## config.mk

```make
export PLATFORM = sky130hd
export DESIGN_NAME = uvs_cordic_cell
export DESIGN_NICKNAME = d
export VERILOG_FILES = /design/src/rtl/uvs_pkg.sv /design/src/rtl/uvs_cordic_cell.sv
export SDC_FILE = /design/constraint.sdc
export NUM_CORES = 1
export LEC_CHECK = 0
export BUFFER_PORTS_ARGS = -buffer_cell sky130_fd_sc_hd__buf_2
export CAP_MARGIN = 5
export CORE_MARGIN = 3
export CORE_UTILIZATION = 35
export CTS_CLUSTER_SIZE = 16
export DETAILED_ROUTE_END_ITERATION = 10
export PLACE_DENSITY = 0.54
export SETUP_SLACK_MARGIN = 0.3
export SLEW_MARGIN = 20
export SYNTH_ARGS = -nofsm -noshare
export SYNTH_HDL_FRONTEND = slang
export SYNTH_SLANG_ARGS = --single-unit
```

## constraint.sdc

```tcl
create_clock -name clock -period 6.72 [get_ports clock]
set_input_delay 1.008 -clock clock [delete_from_list [all_inputs] [get_ports clock]]
set_output_delay 1.008 -clock clock [all_outputs]
set_load 0.01 [all_outputs]
```

## src/rtl/uvs_pkg.sv

```systemverilog
`default_nettype none
// ----------------------------------------------------------------------------
// UV-sphere vertex generator package
// Shared widths, constants, beat types and rounding helpers.
// ----------------------------------------------------------------------------
package uvs_pkg;

   localparam int IdxW        = 11;
   localparam int RadW        = 16;
   localparam int RecipW      = 33;
   localparam int ProdW       = IdxW + RecipW;
   localparam int PosW        = 17;
   localparam int VecW        = 16;
   localparam int TexW        = 17;
   localparam int MaxCount    = 1024;
   localparam int CordicSteps = 16;
   localparam int AtanLen     = 24;

   localparam logic [1:0] RegRadius = 2'd0;
   localparam logic [1:0] RegSlices = 2'd1;
   localparam logic [1:0] RegStacks = 2'd2;

   localparam logic [RadW-1:0]   RadiusReset = 16'd256;
   localparam logic [IdxW-1:0]   CountReset  = 11'd20;
   localparam logic [RecipW-1:0] RecipReset  = 33'd214748365;

   localparam logic signed [31:0] CordicGain = 32'sd652032874;
   localparam logic [30:0]        HalfPiQ30  = 31'd1686629713;
   localparam logic [TexW-1:0]    TexOne     = 17'd65536;

   localparam logic signed [31:0] AtanTable [AtanLen] = '{
      32'sd843314857, 32'sd497837829, 32'sd263043837, 32'sd133525159,
      32'sd67021687, 32'sd33543516, 32'sd16775851, 32'sd8388437,
      32'sd4194283, 32'sd2097149, 32'sd1048576, 32'sd524288,
      32'sd262144, 32'sd131072, 32'sd65536, 32'sd32768,
      32'sd16384, 32'sd8192, 32'sd4096, 32'sd2048,
      32'sd1024, 32'sd512, 32'sd256, 32'sd128
   };

   typedef struct packed {
      logic signed [31:0] x;
      logic signed [31:0] y;
      logic signed [31:0] z;
   } rot_type;

   typedef struct packed {
      rot_type phi;
      rot_type theta;
   } cordic_type;

   typedef struct packed {
      logic            err;
      logic            pole_top;
      logic            pole_bot;
      logic [1:0]      quad_p;
      logic [1:0]      quad_t;
      logic [TexW-1:0] tex_u;
      logic [TexW-1:0] tex_v;
   } side_type;

   typedef struct packed {
      logic            index_error;
      logic [TexW-1:0] tex_v;
      logic [TexW-1:0] tex_u;
      logic [VecW-1:0] tangent_z;
      logic [VecW-1:0] tangent_y;
      logic [VecW-1:0] tangent_x;
      logic [VecW-1:0] normal_z;
      logic [VecW-1:0] normal_y;
      logic [VecW-1:0] normal_x;
      logic [PosW-1:0] pos_z;
      logic [PosW-1:0] pos_y;
      logic [PosW-1:0] pos_x;
   } res_type;

   function automatic logic [VecW-1:0] sat_q14(input logic signed [33:0] v);
      logic signed [33:0] t;
      t = (v + 34'sd32768) >>> 16;
      if (t > 34'sd16384) begin
         return 16'sd16384;
      end else if (t < -34'sd16384) begin
         return -16'sd16384;
      end
      return t[VecW-1:0];
   endfunction

   function automatic logic [PosW-1:0] sat_pos(input logic signed [50:0] p);
      logic signed [50:0] t;
      t = (p + 51'sd536870912) >>> 30;
      if (t > 51'sd65535) begin
         return 17'sd65535;
      end else if (t < -51'sd65535) begin
         return -17'sd65535;
      end
      return t[PosW-1:0];
   endfunction

endpackage
`default_nettype wire

```

## src/rtl/uvs_cordic_cell.sv

```systemverilog
`default_nettype none
// ----------------------------------------------------------------------------
// CORDIC cell
// One rotation step for the polar and azimuth angles, with its own beat slot.
// ----------------------------------------------------------------------------
module uvs_cordic_cell #(
   parameter int Step = 0
) (
   input  wire logic                   clock,
   input  wire logic                   reset,
   input  wire logic                   up_valid,
   output logic                        up_ready,
   input  wire uvs_pkg::cordic_type    up_data,
   input  wire uvs_pkg::side_type      up_side,
   output logic                        down_valid,
   input  wire logic                   down_ready,
   output uvs_pkg::cordic_type         down_data,
   output uvs_pkg::side_type           down_side
);
   import uvs_pkg::*;

   logic       valid_ff;
   cordic_type data_ff, data_in;
   side_type   side_ff;

   function automatic rot_type rotate(input rot_type r);
      rot_type o;
      logic signed [31:0] dx, dy;
      dx = r.y >>> Step;
      dy = r.x >>> Step;
      if (!r.z[31]) begin
         o.x = r.x - dx;
         o.y = r.y + dy;
         o.z = r.z - AtanTable[Step];
      end else begin
         o.x = r.x + dx;
         o.y = r.y - dy;
         o.z = r.z + AtanTable[Step];
      end
      return o;
   endfunction

   always_comb begin
      up_ready        = !valid_ff || down_ready;
      data_in.phi     = rotate(up_data.phi);
      data_in.theta   = rotate(up_data.theta);
   end

   always_ff @(posedge clock) begin
      if (reset) begin
         valid_ff <= 1'b0;
      end else if (up_ready) begin
         valid_ff <= up_valid;
      end
      if (up_ready && up_valid) begin
         data_ff <= data_in;
         side_ff <= up_side;
      end
   end

   assign down_valid = valid_ff;
   assign down_data  = data_ff;
   assign down_side  = side_ff;

endmodule
`default_nettype wire

```

==> impl_metrics.py, run 1 <==
metrics = {
    "sta": {
        "setup_viol": 0,
        "rsz0062_at_grt": "no",
        "hold_violations": 0,
        "post-route-period-util": 0.586,
        "drv_slew": 0,
        "relSlewSlack": 0.340,
        "tns_ps": 0,
        "clock_skew_ps": 15.2,
        "fmax_ghz": 0.254,
        "min_period_ps": 3940,
        "worstMarginPinSlew_ps": 991,
    },
    "setup_path": {
        "cp_top_family": "compound AO/OA/AOI/OAI gates",
        "arrival_ps": 4250,
        "crit_start": "up_data[41]",
        "r2r_slack_ps": 4390,
        "cp_common_cell": "inv_1",
        "critPathLaunchType": "input port",
        "path_buf_inv": 4,
        "reg2reg_from": "down_valid",
        "required_ps": 7040,
        "cp_max_fo": 11,
        "slowest_stage": "o31ai_1",
        "critPathKind": "in2reg",
        "endpoint_kind": "register",
        "cp_cell_sequence": "buf_2, inv_1, ha_1, inv_1, a2111oi_2, inv_1, o31ai_1, a21oi_1, a21bo_2, a311oi_1, o22ai_1, xnor2_1",
        "critPathMaxStageDelay_ps": 660,
    },
    "floorplanning": {
        "core_sq_um": 58100,
        "ios": 472,
        "die_w_um": 249,
        "die-area_sq_um": 62100,
        "initial_core_util": 0.356,
        "fp.dieH_um": 249,
        "rows": 88,
    },
    "global_route": {
        "grt_overflow": 0,
        "antenna_found_initial": 19,
        "grt_use_total": 0.220,
        "grt_max_degree": 129,
        "grt_pass1_vias": 18700,
        "grt_pass1_wl_um": 110000,
    },
    "logic_synthesis": {
        "ys_async_sr_fraction": 0,
        "synth_cell_types": 86,
        "ys_seq_area_frac": 0.336,
        "yosys_warnings": 0,
        "synth.area.top_cells": "edfxtp_1 34%, ha_1 15%, a21oi_1 6.3%",
        "synth.avg_cell_area_sq_um": 9.02,
        "synth.top_cells.by_count": "262 x a21oi_1, 248 x ha_1, 231 x edfxtp_1, 207 x inv_1, 191 x nor2_1",
        "syn_nets": 2786,
        "syn_inst": 2293,
        "synth_top_area_share": 0.335,
        "synth_top_area_cell": "edfxtp_1",
        "synth.most_common_cell": "a21oi_1",
        "yosys_register_bits": 232,
        "synth_flop_cell": "edfxtp_1",
        "syn-cell-area_sq_um": 20700,
        "synth_edf_count": 231,
    },
    "power_and_ir_drop": {
        "power_density_nw_per_um2": 218,
        "leakagePower_nw": 11.1,
        "ir_drop_uv": 167,
        "power.total_mw": 5.40,
    },
    "layout": {
        "fin_nets": 3202,
        "drive_gt1_frac": 0.204,
        "area_delta_synth_final_pct": 19.5,
        "post-route-util": 0.425,
    },
    "cts": {
        "cts.clk_slew.worst_paths_ps": 60,
        "cts_tree": "yes",
        "cts_buffers": 30,
        "cts_setup_buffers": 0,
        "cts_resized": 0,
        "root_buffer": "clkbuf_16",
        "cts_max_level": 1,
        "insertion_delay_ps": 590,
        "cts_buffer_depth": 3,
        "cts_hold_buf": 0,
        "clock-sinks": 232,
    },
    "run_status": {
        "outcome": "completed",
    },
    "detailed_routing": {
        "wire_per_inst_um": 20.4,
        "dr.pass1.iters": 5,
        "drt_iter0_drc": 1449,
        "drt-total-wl_um": 71400,
        "drc": 0,
        "routed_via_density": 5.44,
        "vias": 19100,
        "antenna_left": 0,
    },
    "worst_hold_path": {
        "hold_path.class": "reg2reg",
        "min_from": "down_valid",
    },
    "place": {
        "post-dp-hpwl_um": 57200,
        "gp_congestion": 0.950,
        "port-buffer-count": 471,
    },
    "job": {
        "maxCapViolCount": 0,
    },
}
flip-flops by register name, indices dropped and copies added (netlist names):
name and count:
down_side 41, down_data 190, down_valid 1
cells in the final DEF, fill, tap and decap left out, types with 11 or more instances in the layout:
cell type / n
clkinv_1: 13
clkbuf_16: 30
a211oi_1: 27
nor2b_1: 25
xor2_1: 34
ha_1: 248
edfxtp_1: 231
nand2_1: 97
nand4_1: 26
o21bai_1: 48
nand3_1: 38
o22ai_1: 12
inv_1: 206
o21a_1: 17
o31ai_1: 20
a31oi_1: 19
nand2b_1: 40
xnor2_1: 142
nor2_1: 191
o211ai_1: 20
o21ai_0: 134
a21oi_1: 262
and3_1: 12
nor3_1: 38
a21o_1: 82
buf_2: 469
o31a_1: 11
mux2i_1: 27
worst reg2reg max path: stages (launching register included):
cell	delay, ps
dfxtp_1	310
nand2b_1	110
and2_4	780
buf_12	630
through the flow:
step / hold WS, ps / setup slack [ps] / cells / instance area (sq um)
after CTS: 530 / 2840 / 3496 / 24700
final: 538 / 2780 / 3505 / 24700
after global routing: 540 / 2570 / 3501 / 24700
after global placement: 491 / 2190 / 3442 / 23700
after detailed placement: 536 / 2220 / 3442 / 23700
after floorplan: 593 / 2220 / 2293 / 20700
power by group:
part	total [mW]	switching [mW]	internal (mW)	leakage (nW)
registers	1.91	0.0597	1.85	2.24
logic	1.84	1.14	0.696	8.37
clock network	1.65	0.675	0.974	0.475
total	5.40	1.88	3.52	11.1
path summary, 6_finish.rpt:
path / to / cells after the start
setup reg to reg: down_data[51] / 3
setup / recovery: down_data[60] / 12
hold reg to reg: down_valid / 2
hold / removal: down_valid / 2
cell families (layout without fill, tap and decap cells):
family	after synthesis	count (layout)	synth area share
compound gates	763	763	0.238
simple gates	526	526	0.122
buf+inv	312	750	0.0582
fa+ha+maj	256	256	0.158
flops	232	232	0.336
xor+xnor	176	176	0.0745
mux	28	28	0.0136
other cells	0	9	0
layer usage:
metal	up-vias	wire, um	GRT usage
met2	748	32400	0.357
li1	9143	-	-
met4	22	1820	0.0598
met1	9030	30900	0.290
met3	113	6120	0.0578
met5	-	128	0
final cells by class:
type,instances,area (sq um)
Clock inverter,22,255
Tap cell,765,957
Fill cell,5902,33400
Inverter,218,818
Multi-Input combinational cell,1749,12500
Sequential cell,232,6960
Clock buffer,32,758
Antenna cell,9,22.5
Timing Repair Buffer,478,2430
No activity file was read; power rests on OpenSTA's default activity.
==> run 2, diff against run 1 <==
--- a/config.mk
+++ b/config.mk
@@ -5,13 +5,14 @@
 export SDC_FILE = /design/constraint.sdc
 export NUM_CORES = 1
 export LEC_CHECK = 0
+export ABC_AREA = 1
 export BUFFER_PORTS_ARGS = -buffer_cell sky130_fd_sc_hd__buf_2
 export CAP_MARGIN = 5
 export CORE_MARGIN = 3
 export CORE_UTILIZATION = 35
 export CTS_CLUSTER_SIZE = 16
 export DETAILED_ROUTE_END_ITERATION = 10
-export PLACE_DENSITY = 0.54
+export PLACE_DENSITY = 0.51
 export SETUP_SLACK_MARGIN = 0.3
 export SLEW_MARGIN = 20
 export SYNTH_ARGS = -nofsm -noshare
==> constraint.sdc (replaced) <==
create_clock -name clock -period 3.9 [get_ports clock]
set_input_delay 0.585 -clock clock [delete_from_list [all_inputs] [get_ports clock]]
set_output_delay 0.585 -clock clock [all_outputs]
set_load 0.01 [all_outputs]
==> run 2 against run 1 <==
Net effect: power rose by 83%; sequential share of layout area fell by 4.7 points; count of clock-buffer cells in the layout fell by 1; sequential cell count did not move; synthesized cell count rose by 68%; critical path depth fell by 3; register-to-register slack got worse by 2300 ps; via count rose by 37%; global-route usage rose by 2.3 points; wire length rose by 34%; non-clock buffer count rose by 7.
==> impl_metrics.py, run 2 <==
metrics = {
    "sta": {
        "relSlewSlack": 0.443,
        "min_period_ps": 2420,
        "fmax_ghz": 0.414,
        "drv_slew": 0,
        "post-route-period-util": 0.619,
        "clock_skew_ps": 7.06,
        "rsz0062_at_grt": "no",
        "hold_ws_ps": 136,
        "setup_viol": 0,
        "worstMarginPinSlew_ps": 833,
        "hold_violations": 0,
    },
    "setup_path": {
        "endpoint": "down_data[72]",
        "crit_start": "up_data[64]",
        "r2r_end": "down_data[22]",
        "arrival_ps": 2730,
        "required_ps": 4210,
        "cp_cell_sequence": "buf_2, inv_1, ha_1, fa_1, o21bai_1, nand2_1, nand2_1, o21ai_0, o21ai_0",
        "r2r_cells": 2,
        "critPathLaunchType": "input port",
        "critPathMaxStageDelay_ps": 570,
        "r2r_slack_ps": 2060,
        "cp_max_fo": 5,
        "endpoint_kind": "register",
        "slowest_stage": "o21ai_0",
        "critPathKind": "in2reg",
        "reg2reg_from": "down_valid",
    },
    "global_route": {
        "grt_max_degree": 71,
        "grt_pass1_vias": 24800,
        "grt_pass1_wl_um": 143000,
        "grt_use_total": 0.243,
        "grt_overflow": 0,
        "antenna_found_initial": 16,
    },
    "power_and_ir_drop": {
        "power_density_nw_per_um2": 334,
        "leakagePower_nw": 15.6,
        "ir_drop_uv": 352,
    },
    "detailed_routing": {
        "antenna_left": 0,
        "dr.pass1.iters": 8,
        "wire_per_inst_um": 18.1,
        "vias": 26200,
        "drt_iter0_drc": 1962,
        "drc": 0,
        "drt-total-wl_um": 95500,
        "routed_via_density": 4.95,
    },
    "cts": {
        "cts_buffer_depth": 3,
        "root_buffer": "clkbuf_16",
        "cts_resized": 0,
        "cts_buffers": 31,
        "cts_max_level": 1,
        "cts.clk_slew.worst_paths_ps": 60,
        "cts_setup_buffers": 0,
        "cts_hold_buf": 0,
        "cts_tree": "yes",
        "insertion_delay_ps": 600,
        "clock-sinks": 232,
    },
    "logic_synthesis": {
        "synth_top_area_cell": "edfxtp_1",
        "synth_cell_types": 50,
        "syn_nets": 4355,
        "syn_inst": 3862,
        "ys_async_sr_fraction": 0,
        "synth.area.top_cells": "edfxtp_1 27%, nand2_1 19%, ha_1 12%",
        "synth.avg_cell_area_sq_um": 6.56,
        "synth.top_cells.by_count": "1257 x nand2_1, 639 x inv_1, 340 x nor2_1, 321 x nand3_1, 248 x ha_1",
        "yosys_warnings": 0,
        "synth_edf_count": 231,
        "synth.most_common_cell": "nand2_1",
        "syn-cell-area_sq_um": 25300,
        "synth_flop_cell": "edfxtp_1",
        "yosys_register_bits": 232,
        "synth_top_area_share": 0.274,
        "ys_seq_area_frac": 0.275,
    },
    "layout": {
        "fin_nets": 4792,
        "drive_gt1_frac": 0.145,
        "layout_common_cells": "1257 x nand2_1, 636 x inv_1, 471 x buf_2",
        "finalInstanceArea_sq_um": 29600,
        "largest_reg_flops": 190,
        "mostFrequentLayoutCell": "nand2_1",
        "area_delta_synth_final_pct": 16.9,
        "fillers": 7870,
    },
    "place": {
        "gp_congestion": 0.968,
        "port-buffer-count": 471,
        "placed_cell_area_sq_um": 28500,
        "post-dp-hpwl_um": 80100,
    },
    "run_status": {
        "outcome": "completed",
    },
    "floorplanning": {
        "core_sq_um": 71600,
        "die_w_um": 275,
        "fp.dieH_um": 275,
        "die-area_sq_um": 75600,
        "rows": 98,
        "ios": 472,
        "initial_core_util": 0.354,
    },
    "job": {
        "maxCapViolCount": 0,
    },
    "worst_hold_path": {
        "min_from": "reset",
        "whs_path_depth": 2,
        "hold_path.class": "in2reg",
    },
}
==> run 2: cell count changes after synthesis, sizes merged, moves of 28 or more <==
cell,before,now
a211oi,28,0
a21o,82,6
a21oi,264,224
buf,37,65
clkbuf,57,16
inv,211,651
nand2,97,1278
nand2b,40,0
nand3,38,329
nor2,191,357
xnor2,142,10
xor2,34,87
==> run 2: worst min path at each step <==
stage,to
2_1_floorplan,down_valid
3_3_place_gp,down_valid
3_5_place_dp,down_valid
4_1_cts,down_valid
5_1_grt,down_valid
6_report,down_valid
==> run 2: layout make-up <==
class,instances,area [sq um],share of cell area
Antenna cell,8,20.0,0.000676
Multi-Input combinational cell,2898,15400,0.521
Tap cell,950,1190,0.0401
Clock buffer,31,776,0.0262
Sequential cell,232,6960,0.235
Clock inverter,27,289,0.00976
Timing Repair Buffer,485,2510,0.0848
Inverter,651,2460,0.0829
==> run 2: cell families (layout without fill, tap and decap cells) <==
family	Yosys count	in the layout	synth area share
XOR/XNOR	97	97	0.0335
AO/OA/AOI/OAI	466	466	0.101
AND/OR/NAND/NOR	2077	2077	0.344
multiplexers	2	2	0.000790
other	0	8	0
buffers and inverters	732	1194	0.117
adder cells (fa/ha/maj)	256	256	0.129
flip-flops	232	232	0.275
==> run 2: routing by layer <==
layer | track usage | up-vias | wire length (um)
li1 | - | 13200 | -
met3 | 0.0292 | 131 | 5480
met5 | 0 | - | 41
met2 | 0.427 | 751 | 46300
met1 | 0.313 | 12000 | 40700
met4 | 0.0705 | 6 | 2970
==> run 2: critical path, delay by kind of cell <==
family / cells / cell delay [ps]
adders and majority gates: 2 / 750
AOI/OAI and AO/OA: 3 / 1000
and+or+nand+nor: 2 / 210
buffers and inverters: 2 / 170
==> run 2: stage by stage <==
| step | setup slack, ps | total power [mW] | utilization | cells | setup TNS (ps) |
|---|---|---|---|---|---|
| after detailed placement | 944 | 6.91 | 0.398 | 5216 | 0 |
| after CTS | 1590 | 10.0 | 0.413 | 5274 | 0 |
| after global placement | 949 | 6.92 | 0.398 | 5216 | 0 |
| after global routing | 1310 | 10.6 | 0.413 | 5276 | 0 |
| after floorplan | -926 | 5.62 | - | 3862 | -213980 |
| final | 1480 | 9.90 | 0.414 | 5282 | 0 |
==> run 2: report_power, final <==
| group | switching [mW] | internal, mW |
|---|---|---|
| Clock | 1.27 | 1.74 |
| Combinational | 2.49 | 1.18 |
| Sequential | 0.0826 | 3.13 |
