--- src/rtl/uvs_pkg.sv ---
`default_nettype none
// ----------------------------------------------------------------------------
// UV-sphere vertex generator package
// Shared widths, constants, beat types and rounding helpers.
// ----------------------------------------------------------------------------
package uvs_pkg;

   localparam int IdxW        = 11;
   localparam int RadW        = 16;
   localparam int RecipW      = 33;
   localparam int ProdW       = IdxW + RecipW;
   localparam int PosW        = 17;
   localparam int VecW        = 16;
   localparam int TexW        = 17;
   localparam int MaxCount    = 1024;
   localparam int CordicSteps = 16;
   localparam int AtanLen     = 24;

   localparam logic [1:0] RegRadius = 2'd0;
   localparam logic [1:0] RegSlices = 2'd1;
   localparam logic [1:0] RegStacks = 2'd2;

   localparam logic [RadW-1:0]   RadiusReset = 16'd256;
   localparam logic [IdxW-1:0]   CountReset  = 11'd20;
   localparam logic [RecipW-1:0] RecipReset  = 33'd214748365;

   localparam logic signed [31:0] CordicGain = 32'sd652032874;
   localparam logic [30:0]        HalfPiQ30  = 31'd1686629713;
   localparam logic [TexW-1:0]    TexOne     = 17'd65536;

   localparam logic signed [31:0] AtanTable [AtanLen] = '{
      32'sd843314857, 32'sd497837829, 32'sd263043837, 32'sd133525159,
      32'sd67021687, 32'sd33543516, 32'sd16775851, 32'sd8388437,
      32'sd4194283, 32'sd2097149, 32'sd1048576, 32'sd524288,
      32'sd262144, 32'sd131072, 32'sd65536, 32'sd32768,
      32'sd16384, 32'sd8192, 32'sd4096, 32'sd2048,
      32'sd1024, 32'sd512, 32'sd256, 32'sd128
   };

   typedef struct packed {
      logic signed [31:0] x;
      logic signed [31:0] y;
      logic signed [31:0] z;
   } rot_type;

   typedef struct packed {
      rot_type phi;
      rot_type theta;
   } cordic_type;

   typedef struct packed {
      logic            err;
      logic            pole_top;
      logic            pole_bot;
      logic [1:0]      quad_p;
      logic [1:0]      quad_t;
      logic [TexW-1:0] tex_u;
      logic [TexW-1:0] tex_v;
   } side_type;

   typedef struct packed {
      logic            index_error;
      logic [TexW-1:0] tex_v;
      logic [TexW-1:0] tex_u;
      logic [VecW-1:0] tangent_z;
      logic [VecW-1:0] tangent_y;
      logic [VecW-1:0] tangent_x;
      logic [VecW-1:0] normal_z;
      logic [VecW-1:0] normal_y;
      logic [VecW-1:0] normal_x;
      logic [PosW-1:0] pos_z;
      logic [PosW-1:0] pos_y;
      logic [PosW-1:0] pos_x;
   } res_type;

   function automatic logic [VecW-1:0] sat_q14(input logic signed [33:0] v);
      logic signed [33:0] t;
      t = (v + 34'sd32768) >>> 16;
      if (t > 34'sd16384) begin
         return 16'sd16384;
      end else if (t < -34'sd16384) begin
         return -16'sd16384;
      end
      return t[VecW-1:0];
   endfunction

   function automatic logic [PosW-1:0] sat_pos(input logic signed [50:0] p);
      logic signed [50:0] t;
      t = (p + 51'sd536870912) >>> 30;
      if (t > 51'sd65535) begin
         return 17'sd65535;
      end else if (t < -51'sd65535) begin
         return -17'sd65535;
      end
      return t[PosW-1:0];
   endfunction

endpackage
`default_nettype wire

--- src/rtl/uvs_recip_div.sv ---
`default_nettype none
// ----------------------------------------------------------------------------
// Reciprocal divider
// Restoring division of (2^32 + d/2) by d, one quotient bit per cycle.
// ----------------------------------------------------------------------------
module uvs_recip_div (
   input  wire logic                       clock,
   input  wire logic                       reset,
   input  wire logic                       start,
   input  wire logic [uvs_pkg::IdxW-1:0]   divisor,
   output logic                            busy,
   output logic [uvs_pkg::RecipW-1:0]      quotient
);
   import uvs_pkg::*;

   localparam int CntW = $clog2(RecipW + 1);

   logic [CntW-1:0]   cnt_ff;
   logic [IdxW-1:0]   rem_ff;
   logic [RecipW-1:0] num_ff;
   logic [RecipW-1:0] quo_ff;
   logic [IdxW:0]     trial;
   logic              ge;

   always_comb begin
      trial = {rem_ff, num_ff[RecipW-1]};
      ge    = trial >= {1'b0, divisor};
   end

   always_ff @(posedge clock) begin
      if (reset) begin
         cnt_ff <= '0;
         quo_ff <= RecipReset;
      end else if (start) begin
         cnt_ff <= CntW'(RecipW);
         rem_ff <= '0;
         num_ff <= {1'b1, 32'd0} + RecipW'(divisor >> 1);
      end else if (cnt_ff != '0) begin
         cnt_ff <= cnt_ff - 1'b1;
         rem_ff <= ge ? IdxW'(trial - {1'b0, divisor}) : trial[IdxW-1:0];
         num_ff <= {num_ff[RecipW-2:0], 1'b0};
         quo_ff <= {quo_ff[RecipW-2:0], ge};
      end
   end

   assign busy     = cnt_ff != '0;
   assign quotient = quo_ff;

endmodule
`default_nettype wire

--- config.mk ---
export PLATFORM = sky130hd
export DESIGN_NAME = uvs_recip_div
export DESIGN_NICKNAME = d
export VERILOG_FILES = /design/src/rtl/uvs_pkg.sv /design/src/rtl/uvs_recip_div.sv
export SDC_FILE = /design/constraint.sdc
export NUM_CORES = 1
export LEC_CHECK = 0
export BUFFER_PORTS_ARGS = -buffer_cell sky130_fd_sc_hd__buf_2
export CORE_UTILIZATION = 25
export CTS_BUF_LIST = sky130_fd_sc_hd__clkbuf_4
export CTS_CLUSTER_DIAMETER = 200
export DETAILED_ROUTE_END_ITERATION = 10
export PLACE_DENSITY_LB_ADDON = 0.3
export SLEW_MARGIN = 20
export SYNTH_ARGS = -nofsm -noshare
export SYNTH_HDL_FRONTEND = slang
export SYNTH_SLANG_ARGS = --single-unit
--- constraint.sdc ---
create_clock -name clock -period 7 [get_ports clock]
set_input_delay 0 -clock clock [delete_from_list [all_inputs] [get_ports clock]]
set_output_delay 0 -clock clock [all_outputs]
set_load 0.005 [all_outputs]
==> results of run 1 <==
## kinds of logic after synthesis
logic type               Yosys count  synth area share
AND/OR/NAND/NOR                  159             0.209
flip-flops                        83             0.548
multiplexers                       9            0.0264
adder cells (fa/ha/maj)           13            0.0444
buffers and inverters             36            0.0548
XOR/XNOR                           5            0.0114
AO/OA/AOI/OAI                     64             0.105
## stage by stage
| step | area [µm²] | util |
|---|---|---|
| 4_1_cts | 4440 | 0.301 |
| 3_3_place_gp | 4180 | 0.283 |
| 3_5_place_dp | 4180 | 0.283 |
| 5_1_grt | 4440 | 0.301 |
| 2_1_floorplan | 3830 | - |
| 6_report | 4440 | 0.301 |
## worst max-delay path, stage by stage (launching register included)
cell	delay, ps
edfxtp_1	370
inv_1	40
ha_1	220
fa_1	380
nand2b_1	190
a21oi_2	230
o21ai_1	120
a21o_1	320
or3_1	420
a21oi_1	140
## how the worst max path moves through the flow
stage,from,end,slack (ps)
final,num_ff[32],rem_ff[4],4430
after global routing,num_ff[32],rem_ff[3],4160
after CTS,num_ff[32],rem_ff[3],4380
after detailed placement,num_ff[32],rem_ff[3],4400
after global placement,num_ff[32],rem_ff[6],4520
after floorplan,cnt_ff[0],num_ff[0],3720
## flip-flops by register name, summed over array words and instances, names as in the netlist
name / cells
cnt_ff: 6
quotient: 33
rem_ff: 11
num_ff: 33
## routing by layer
metal,vias up,routed length [µm]
met3,9,398
met2,56,3360
met1,1297,3870
met4,0,111
met5,-,0
li1,1385,-
## cells in the final DEF (no fill, tap or decap), types with 3 or more instances in the layout
master	Yosys	routed
a211oi_1	3	3
a21oi_1	29	29
a21oi_2	4	4
buf_2	2	47
clkbuf_4	0	9
clkinv_8	0	3
dfxtp_1	39	39
dlygate4sd3_1	0	11
edfxtp_1	44	44
ha_1	12	12
inv_1	17	17
mux2_2	9	9
nand2_1	73	73
nand3_1	4	4
nand3b_1	15	15
nand4_1	3	3
nor2_1	15	14
nor2b_1	23	23
nor3_1	8	8
o21a_1	7	7
o21ai_0	8	8
or3_1	4	4
xnor2_1	3	3
## cell usage after synthesis (2+ instances only)
| cell | instances |
|---|---|
| a211oi_1 | 3 |
| a21o_1 | 2 |
| a21oi_1 | 29 |
| a21oi_2 | 4 |
| a31oi_1 | 2 |
| buf_2 | 2 |
| buf_4 | 2 |
| buf_6 | 6 |
| clkbuf_1 | 7 |
| clkbuf_8 | 2 |
| dfxtp_1 | 39 |
| edfxtp_1 | 44 |
| ha_1 | 12 |
| inv_1 | 17 |
| mux2_2 | 9 |
| nand2_1 | 73 |
| nand2b_1 | 2 |
| nand3_1 | 4 |
| nand3b_1 | 15 |
| nand4_1 | 3 |
| nor2_1 | 15 |
| nor2b_1 | 23 |
| nor3_1 | 8 |
| o21a_1 | 7 |
| o21ai_0 | 8 |
| o31a_1 | 2 |
| or3_1 | 4 |
| or4_1 | 2 |
| xnor2_1 | 3 |
| xor2_1 | 2 |
## what timing repair did
action | CTS | global route
setup buffers | 0 | 0
hold buffers | 11 | 0
hold endpoints to repair | 11 | 0
## power breakdown
group / total (mW) / switching [mW] / internal, mW
registers: 0.620 / 0.0349 / 0.585
clock network: 0.285 / 0.198 / 0.0866
logic: 0.303 / 0.174 / 0.129
## layout make-up
cell class              instances  area (µm²)
inverters                      17        63.8
clock inverters                 7        86.3
multi-input cells             250        1530
repair buffers                 60         360
flip-flops and latches         83        2100
fillers                      1564       10300
clock buffers                   9        67.6
well taps                     184         230
==> impl_results.html, run 1 <==
<table>
<tr><th>Metric</th><th>Value</th></tr>
<tr><th colspan="2">Layout</th></tr>
<tr><td>Area grow syn2layout</td><td>15.8%</td></tr>
<tr><td>Total inserted antenna cells</td><td>0</td></tr>
<tr><td>Share of cells above drive strength 1</td><td>0.204</td></tr>
<tr><td>Final cell count without fillers</td><td>610</td></tr>
<tr><td>Total number of nets in the final design</td><td>about 450</td></tr>
<tr><th colspan="2">Timing</th></tr>
<tr><td>Setup repair after global routing missed its margin</td><td>false</td></tr>
<tr><td>Setup Total Neg Slack</td><td>0 ps</td></tr>
<tr><td>Slew at the pin closest to its max-slew limit</td><td>702 ps</td></tr>
<tr><td>Final worst path period share</td><td>0.368</td></tr>
<tr><td>Hold_ws</td><td>77.3 ps</td></tr>
<tr><td>Clock period minus final worst setup slack</td><td>~2600 ps</td></tr>
<tr><td>Highest achievable clock rate</td><td>388 MHz</td></tr>
<tr><td>Final Hold Violating Endpoints</td><td>0</td></tr>
<tr><td>Worst Slack Setup Final</td><td>~4400 ps</td></tr>
<tr><td>Final number of max-transition violations</td><td>0</td></tr>
<tr><td>Normalized max-slew margin</td><td>0.531</td></tr>
<tr><td>Worst clock skew on the final layout</td><td>17.6 ps</td></tr>
<tr><td>Number of failing setup endpoints in the final timing report</td><td>0</td></tr>
<tr><th colspan="2">Critical path</th></tr>
<tr><td>R2R depth</td><td>9</td></tr>
<tr><td>Endpoint type of the worst setup path</td><td>flop</td></tr>
<tr><td>Crit Reg-Reg Startpoint</td><td>num_ff[32]</td></tr>
<tr><td>Category of the worst setup path launch point</td><td>flop</td></tr>
<tr><td>Reg2reg end</td><td>rem_ff[4]</td></tr>
<tr><td>Flop2flop setup slack</td><td>approximately 4400 ps</td></tr>
<tr><td>Arrival @ worst endpoint</td><td>2890 ps</td></tr>
<tr><td>WS Path Type</td><td>reg2reg</td></tr>
<tr><td>Required arrival time at the worst endpoint</td><td>7310 ps</td></tr>
<tr><td>Maximum fanout along the worst path</td><td>13</td></tr>
<tr><th colspan="2">Synthesis</th></tr>
<tr><td>Share of synthesized registers carrying an async set or reset</td><td>0</td></tr>
<tr><td>Most frequently used flop master after synthesis</td><td>edfxtp_1</td></tr>
<tr><td>Syn. warnings</td><td>0</td></tr>
<tr><td>Synthesized area</td><td>0.00383 mm²</td></tr>
<tr><td>Biggest area contributors in the synthesized netlist</td><td>edfxtp_1 (34%), dfxtp_1 (20%), nand2_1 (7.1%)</td></tr>
<tr><td>Cells after synthesis</td><td>369</td></tr>
<tr><td>Library cell occupying the most area in the post-synthesis netlist</td><td>edfxtp_1</td></tr>
<tr><td>Fraction of the yosys area taken by sequential cells</td><td>0.548</td></tr>
<tr><td>Fraction of synthesized cell area taken by the top area cell type</td><td>0.345</td></tr>
<tr><td>Post-Synthesis Net Count</td><td>around 400</td></tr>
<tr><td>Number of flops mapped to enable cells by yosys</td><td>44</td></tr>
<tr><td>Number of synthesized register bits</td><td>83</td></tr>
<tr><td>Number of distinct library cell variants in the gate-level netlist after synthesis</td><td>48</td></tr>
<tr><td>Post-synthesis average cell area</td><td>10.4 µm²</td></tr>
<tr><th colspan="2">Global routing</th></tr>
<tr><td>Busiest layer in global routing</td><td>met2</td></tr>
<tr><td>Number of global-route vias before repair</td><td>2759</td></tr>
<tr><td>Maximum number of pins on one net before global-route repair</td><td>46</td></tr>
<tr><td>GR Overflow Total</td><td>0</td></tr>
<tr><td>Global-route usage over all layers</td><td>0.105</td></tr>
<tr><td>Global routing met3 resource utilization</td><td>0.0319</td></tr>
<tr><td>GR met2 Demand/Resource</td><td>0.160</td></tr>
<tr><td>Met1 GRT Util</td><td>0.140</td></tr>
<tr><td>Global-route wire length before repair</td><td>~13000 µm</td></tr>
<tr><td>Number of antenna violations at the first check in global routing</td><td>0</td></tr>
<tr><th colspan="2">Route</th></tr>
<tr><td>Total wire length after detailed routing</td><td>7740 µm</td></tr>
<tr><td>Antenna-violating nets left</td><td>0</td></tr>
<tr><td>Number of vias after detailed routing</td><td>2747</td></tr>
<tr><td>Router iterations before antenna repair</td><td>4</td></tr>
<tr><td>Number of remaining DRC errors</td><td>0</td></tr>
<tr><td>Routed wire length per instance</td><td>roughly 13 µm</td></tr>
<tr><td>Initial DRC Count</td><td>roughly 120</td></tr>
<tr><td>Average vias per placed instance</td><td>4.50</td></tr>
<tr><th colspan="2">Clock tree</th></tr>
<tr><td>Deepest clock path buffer count</td><td>2</td></tr>
<tr><td># resized after CTS</td><td>0</td></tr>
<tr><td>Number of clock sinks seen by CTS</td><td>between 80 and 90</td></tr>
<tr><td>Clock root buffer</td><td>clkbuf_4</td></tr>
<tr><td>Clk_lat worst skew</td><td>450 ps</td></tr>
<tr><td>Clock Pin Slew Worst Setup and Hold Paths</td><td>170 ps</td></tr>
<tr><td>CTS buffer count</td><td>9</td></tr>
<tr><td>CTS tree</td><td>built</td></tr>
<tr><td>Depth of the CTS H-tree</td><td>3</td></tr>
<tr><th colspan="2">Placement</th></tr>
<tr><td>Final HPWL DP</td><td>4920 µm</td></tr>
<tr><td>Cell count after placement</td><td>just under 600</td></tr>
<tr><td>Worst-case setup slack after placement</td><td>4400 ps</td></tr>
<tr><td>Routability-driven placement congestion ratio</td><td>between 0.7 and 0.8</td></tr>
<tr><td>Buffers on Ports</td><td>47</td></tr>
<tr><th colspan="2">Floorplanning</th></tr>
<tr><td>Effective utilization at floorplan</td><td>0.260</td></tr>
<tr><td>Area of the core</td><td>0.0148 mm²</td></tr>
<tr><td>Horiz. Die Dim</td><td>126 µm</td></tr>
<tr><td>Die Area</td><td>roughly 0.016 mm²</td></tr>
<tr><td>Die Y</td><td>126 µm</td></tr>
<tr><td>Number of standard-cell rows in the floorplan</td><td>44</td></tr>
<tr><td>Count of pins on the block boundary</td><td>48</td></tr>
<tr><th colspan="2">Power</th></tr>
<tr><td>PD cells</td><td>272 mW/mm²</td></tr>
<tr><td>Total design power</td><td>1.21 mW</td></tr>
<tr><td>Leakage power summed over all cells</td><td>1.76 nW</td></tr>
<tr><td>IR Drop Worst-Case VDD</td><td>0.104 mV</td></tr>
<tr><th colspan="2">Worst hold path</th></tr>
<tr><td>Endpoint of the worst hold path</td><td>quotient[29]</td></tr>
<tr><td>Worst hold start</td><td>reset</td></tr>
<tr><td>Hold Path Stages</td><td>2</td></tr>
<tr><td>Path class of the lowest-slack min-delay path</td><td>in2reg</td></tr>
<tr><th colspan="2">Job</th></tr>
<tr><td># Max-Cap Violations</td><td>0</td></tr>
<tr><th colspan="2">Run status</th></tr>
<tr><td>Result of the run</td><td>completed</td></tr>
</table>
Power figures use the tool's default switching activity.
==> inputs of run 2 (changes only) <==
--- a/config.mk
+++ b/config.mk
@@ -5,6 +5,7 @@
 export SDC_FILE = /design/constraint.sdc
 export NUM_CORES = 1
 export LEC_CHECK = 0
+export ABC_AREA = 1
 export BUFFER_PORTS_ARGS = -buffer_cell sky130_fd_sc_hd__buf_2
 export CORE_UTILIZATION = 25
 export CTS_BUF_LIST = sky130_fd_sc_hd__clkbuf_4
==> constraint.sdc (replaced) <==
create_clock -name clock -period 2.4 [get_ports clock]
set_input_delay 0 -clock clock [delete_from_list [all_inputs] [get_ports clock]]
set_output_delay 0 -clock clock [all_outputs]
set_load 0.005 [all_outputs]
==> run 2 against run 1 <==
  * Routed wire length increased by 7.9%
  * Clock skew increased by 3.2 ps
  * Sequential share of layout area decreased by 2.3 points
  * Register-to-register slack got worse by 4200 ps
  * Global-route usage increased by 0.41 points
  * Worst hold slack improved by 53 ps
  * Total power increased to 2.9 times the previous value
  * Synthesized cell count increased by 29%
  * Setup slack got worse by 4200 ps
  * Count of clock-buffer cells in the layout unchanged
  * Critical path depth increased by 4
  * Non-clock buffer count increased by 5
  * Critical endpoint is now rem_ff[2]
==> impl_results.html, run 2 <==
<table>
<tr><th>Metric</th><th>Value</th></tr>
<tr><th colspan="2">Layout</th></tr>
<tr><td>Final cell count without fillers</td><td>~750</td></tr>
<tr><td>Commonest cells after routing, fill and taps aside</td><td>nand2_1 (100), nor2_1 (92), inv_1 (69)</td></tr>
<tr><td>Most common cell after layout, fill and taps aside</td><td>nand2_1</td></tr>
<tr><td>Area grow syn2layout</td><td>18.0%</td></tr>
<tr><td>Share of cells above drive strength 1</td><td>0.180</td></tr>
<tr><td>Total number of nets in the final design</td><td>563</td></tr>
<tr><td>Total inserted antenna cells</td><td>0</td></tr>
<tr><th colspan="2">Timing</th></tr>
<tr><td>Final number of max-transition violations</td><td>0</td></tr>
<tr><td>Setup Total Neg Slack</td><td>0 ps</td></tr>
<tr><td>Setup repair after global routing missed its margin</td><td>false</td></tr>
<tr><td>Slew at the pin closest to its max-slew limit</td><td>around 930 ps</td></tr>
<tr><td>Hold_ws</td><td>about 130 ps</td></tr>
<tr><td>Clock period minus final worst setup slack</td><td>2130 ps</td></tr>
<tr><td>Final worst path period share</td><td>0.890</td></tr>
<tr><td>Highest achievable clock rate</td><td>468 MHz</td></tr>
<tr><td>Worst Slack Setup Final</td><td>265 ps</td></tr>
<tr><td>Final Hold Violating Endpoints</td><td>0</td></tr>
<tr><td>Normalized max-slew margin</td><td>0.381</td></tr>
<tr><td>Number of failing setup endpoints in the final timing report</td><td>0</td></tr>
<tr><td>Worst clock skew on the final layout</td><td>between 20 and 25 ps</td></tr>
<tr><th colspan="2">Route</th></tr>
<tr><td>Met2 layer wire length in the routed design</td><td>3410 µm</td></tr>
<tr><td>Initial DRC Count</td><td>approximately 120</td></tr>
<tr><td>Routed wire length per instance</td><td>11.1 µm</td></tr>
<tr><td>Number of vias after detailed routing</td><td>slightly above 3k</td></tr>
<tr><td>Router iterations before antenna repair</td><td>4</td></tr>
<tr><td>Average vias per placed instance</td><td>around 4.1</td></tr>
<tr><td>Length of routed wiring on met1</td><td>4330 µm</td></tr>
<tr><td>Antenna-violating nets left</td><td>0</td></tr>
<tr><td>Highest layer used for signal routing</td><td>met4</td></tr>
<tr><td>Total wire length after detailed routing</td><td>8350 µm</td></tr>
<tr><td>Detailed route wirelength on metal3</td><td>501 µm</td></tr>
<tr><td>Number of remaining DRC errors</td><td>0</td></tr>
<tr><th colspan="2">Synthesis</th></tr>
<tr><td>Number of flops mapped to enable cells by yosys</td><td>between 40 and 50</td></tr>
<tr><td>Library cell occupying the most area in the post-synthesis netlist</td><td>edfxtp_1</td></tr>
<tr><td>Syn. warnings</td><td>0</td></tr>
<tr><td>Most used standard cells in the synthesized netlist</td><td>nand2_1 (100), nor2_1 (93), inv_1 (69)</td></tr>
<tr><td>Share of synthesized registers carrying an async set or reset</td><td>0</td></tr>
<tr><td>Post-Synthesis Net Count</td><td>502</td></tr>
<tr><td>Biggest area contributors in the synthesized netlist</td><td>edfxtp_1 (33%), dfxtp_1 (20%), nand2_1 (9.5%)</td></tr>
<tr><td>Fraction of synthesized cell area taken by the top area cell type</td><td>0.334</td></tr>
<tr><td>Post-synthesis average cell area</td><td>8.32 µm²</td></tr>
<tr><td>Most frequent cell after synthesis</td><td>nand2_1</td></tr>
<tr><td>Most frequently used flop master after synthesis</td><td>edfxtp_1</td></tr>
<tr><td>Cells after synthesis</td><td>around 480</td></tr>
<tr><td>Fraction of the yosys area taken by sequential cells</td><td>0.532</td></tr>
<tr><td>Number of distinct library cell variants in the gate-level netlist after synthesis</td><td>29</td></tr>
<tr><td>Synthesized area</td><td>0.00395 mm²</td></tr>
<tr><td>Number of synthesized register bits</td><td>83</td></tr>
<tr><th colspan="2">Clock tree</th></tr>
<tr><td># resized after CTS</td><td>0</td></tr>
<tr><td>Number of clock sinks seen by CTS</td><td>83</td></tr>
<tr><td>CTS tree</td><td>built</td></tr>
<tr><td>Clock root buffer</td><td>clkbuf_4</td></tr>
<tr><td># Post-CTS Setup Buffers</td><td>0</td></tr>
<tr><td>Clk_lat worst skew</td><td>roughly 440 ps</td></tr>
<tr><td>Depth of the CTS H-tree</td><td>3</td></tr>
<tr><td>Deepest clock path buffer count</td><td>2</td></tr>
<tr><td>Clock Pin Slew Worst Setup and Hold Paths</td><td>140 ps</td></tr>
<tr><td>CTS buffer count</td><td>9</td></tr>
<tr><th colspan="2">Critical path</th></tr>
<tr><td>Category of the worst setup path launch point</td><td>flop</td></tr>
<tr><td>Worst Setup SP</td><td>num_ff[32]</td></tr>
<tr><td>Crit Reg-Reg Startpoint</td><td>num_ff[32]</td></tr>
<tr><td>Maximum fanout along the worst path</td><td>9</td></tr>
<tr><td>Endpoint type of the worst setup path</td><td>flop</td></tr>
<tr><td>WS Path Type</td><td>reg2reg</td></tr>
<tr><td>Required arrival time at the worst endpoint</td><td>2600 ps</td></tr>
<tr><td>Arrival @ worst endpoint</td><td>around 2300 ps</td></tr>
<tr><th colspan="2">Placement</th></tr>
<tr><td>Final HPWL DP</td><td>5780 µm</td></tr>
<tr><td>Routability-driven placement congestion ratio</td><td>0.803</td></tr>
<tr><td>Cell count after placement</td><td>723</td></tr>
<tr><td>Buffers on Ports</td><td>47</td></tr>
<tr><td>Worst-case setup slack after placement</td><td>between 200 and 250 ps</td></tr>
<tr><th colspan="2">Floorplanning</th></tr>
<tr><td>Die Y</td><td>128 µm</td></tr>
<tr><td>Count of pins on the block boundary</td><td>48</td></tr>
<tr><td>Horiz. Die Dim</td><td>roughly 130 µm</td></tr>
<tr><td>Number of standard-cell rows in the floorplan</td><td>45</td></tr>
<tr><td>Effective utilization at floorplan</td><td>0.258</td></tr>
<tr><td>Area of the core</td><td>0.0153 mm²</td></tr>
<tr><td>Die Area</td><td>0.0163 mm²</td></tr>
<tr><th colspan="2">Power</th></tr>
<tr><td>IR Drop Worst-Case VDD</td><td>0.392 mV</td></tr>
<tr><td>P_int</td><td>2.28 mW</td></tr>
<tr><td>Proportion of total power due to net switching</td><td>0.343</td></tr>
<tr><td>Portion of total power attributed to the clock network</td><td>0.215</td></tr>
<tr><td>Net Switching</td><td>1.19 mW</td></tr>
<tr><td>PD cells</td><td>745 mW/mm²</td></tr>
<tr><td>Leakage power summed over all cells</td><td>2.18 nW</td></tr>
<tr><td>Comb pwr share</td><td>0.265</td></tr>
<tr><td>Register share of total power</td><td>0.520</td></tr>
<tr><th colspan="2">Global routing</th></tr>
<tr><td>Global-route usage over all layers</td><td>0.109</td></tr>
<tr><td>Number of global-route vias before repair</td><td>2978</td></tr>
<tr><td>Maximum number of pins on one net before global-route repair</td><td>36</td></tr>
<tr><td>Number of antenna violations at the first check in global routing</td><td>0</td></tr>
<tr><td>GR Overflow Total</td><td>0</td></tr>
<tr><td>Global-route wire length before repair</td><td>14100 µm</td></tr>
<tr><th colspan="2">Worst hold path</th></tr>
<tr><td>Worst hold start</td><td>divisor[0]</td></tr>
<tr><td>Path class of the lowest-slack min-delay path</td><td>in2reg</td></tr>
<tr><th colspan="2">Job</th></tr>
<tr><td># Max-Cap Violations</td><td>0</td></tr>
<tr><th colspan="2">Run status</th></tr>
<tr><td>Result of the run</td><td>completed</td></tr>
</table>
-- run 2: changes by cell type after synthesis, sizes merged, moves of 22 or more --
cell	previous run	this run
a21oi	33	11
inv	17	72
nand3	4	26
o21ai	9	39
nor2b	24	0
nand2	74	104
nor2	15	96
-- run 2: logic make-up after synthesis --
logic type | count (synthesis) | share of synthesized area
xor gates and xnor gates | 4 | 0.00886
and+or+nand+nor | 236 | 0.250
AOI/OAI and AO/OA | 51 | 0.0775
DFF | 83 | 0.532
adders and majority gates | 13 | 0.0430
buffers and inverters | 88 | 0.0892
-- run 2: power by group through the flow --
| stage | clock (mW) | combinational [mW] | sequential [mW] |
|---|---|---|---|
| 2_1_floorplan | 0 | 0.659 | 1.82 |
| 3_5_place_dp | 0 | 0.908 | 1.84 |
| 5_1_grt | 0.851 | 1.06 | 1.83 |
| 6_report | 0.746 | 0.920 | 1.81 |
| 4_1_cts | 0.788 | 0.931 | 1.81 |
| 3_3_place_gp | 0 | 0.899 | 1.84 |
-- run 2: final timing paths --
check | endpoint | slack [ps] | depth (start not counted)
min reg2reg | cnt_ff[4] | 480 | 2
max | rem_ff[2] | 270 | 13
min | rem_ff[0] | 130 | 5
max reg2reg | rem_ff[2] | 270 | 13
-- run 2: per-stage QoR --
| step | util | cell area, µm² | total power, mW |
|---|---|---|---|
| final | 0.305 | 4660 | 3.47 |
| after global routing | 0.305 | 4660 | 3.74 |
| after CTS | 0.304 | 4660 | 3.53 |
| after detailed placement | 0.289 | 4420 | 2.75 |
| after global placement | 0.289 | 4420 | 2.74 |
| after floorplan | - | 3960 | 2.48 |
-- run 2: layer usage --
| metal | GRT usage | vias to the layer above |
|---|---|---|
| li1 | - | 1622 |
| met1 | 0.149 | 1403 |
| met2 | 0.159 | 69 |
| met3 | 0.0363 | 8 |
| met4 | 0.0415 | 0 |
| met5 | 0 | - |
-- run 2: repair_timing --
| action | 4_1_cts | 5_1_grt |
|---|---|---|
| hold buffers | 12 | 0 |
| endpoints found under the hold margin | 13 | 0 |
| setup endpoints to repair | 0 | 9 |
-- run 2: critical path, cell delays in order, from the launching register on --
cell,delay [ps]
edfxtp_1,390
inv_1,50
ha_1,210
fa_1,410
inv_1,90
nand2_1,50
nand2_1,130
nand2_4,70
nand2_2,60
nand2_2,70
nand3_4,110
inv_2,100
nor2_1,110
nor2_1,50
-- run 2: cell type report --
type	count	area [µm²]
sequential	83	2100
inverter	72	270
clock inverter	6	47.5
timing repair buffer	65	400
clock buffer	9	67.6
multi-input combinational	305	1510
fill	1687	10700
tap	211	264
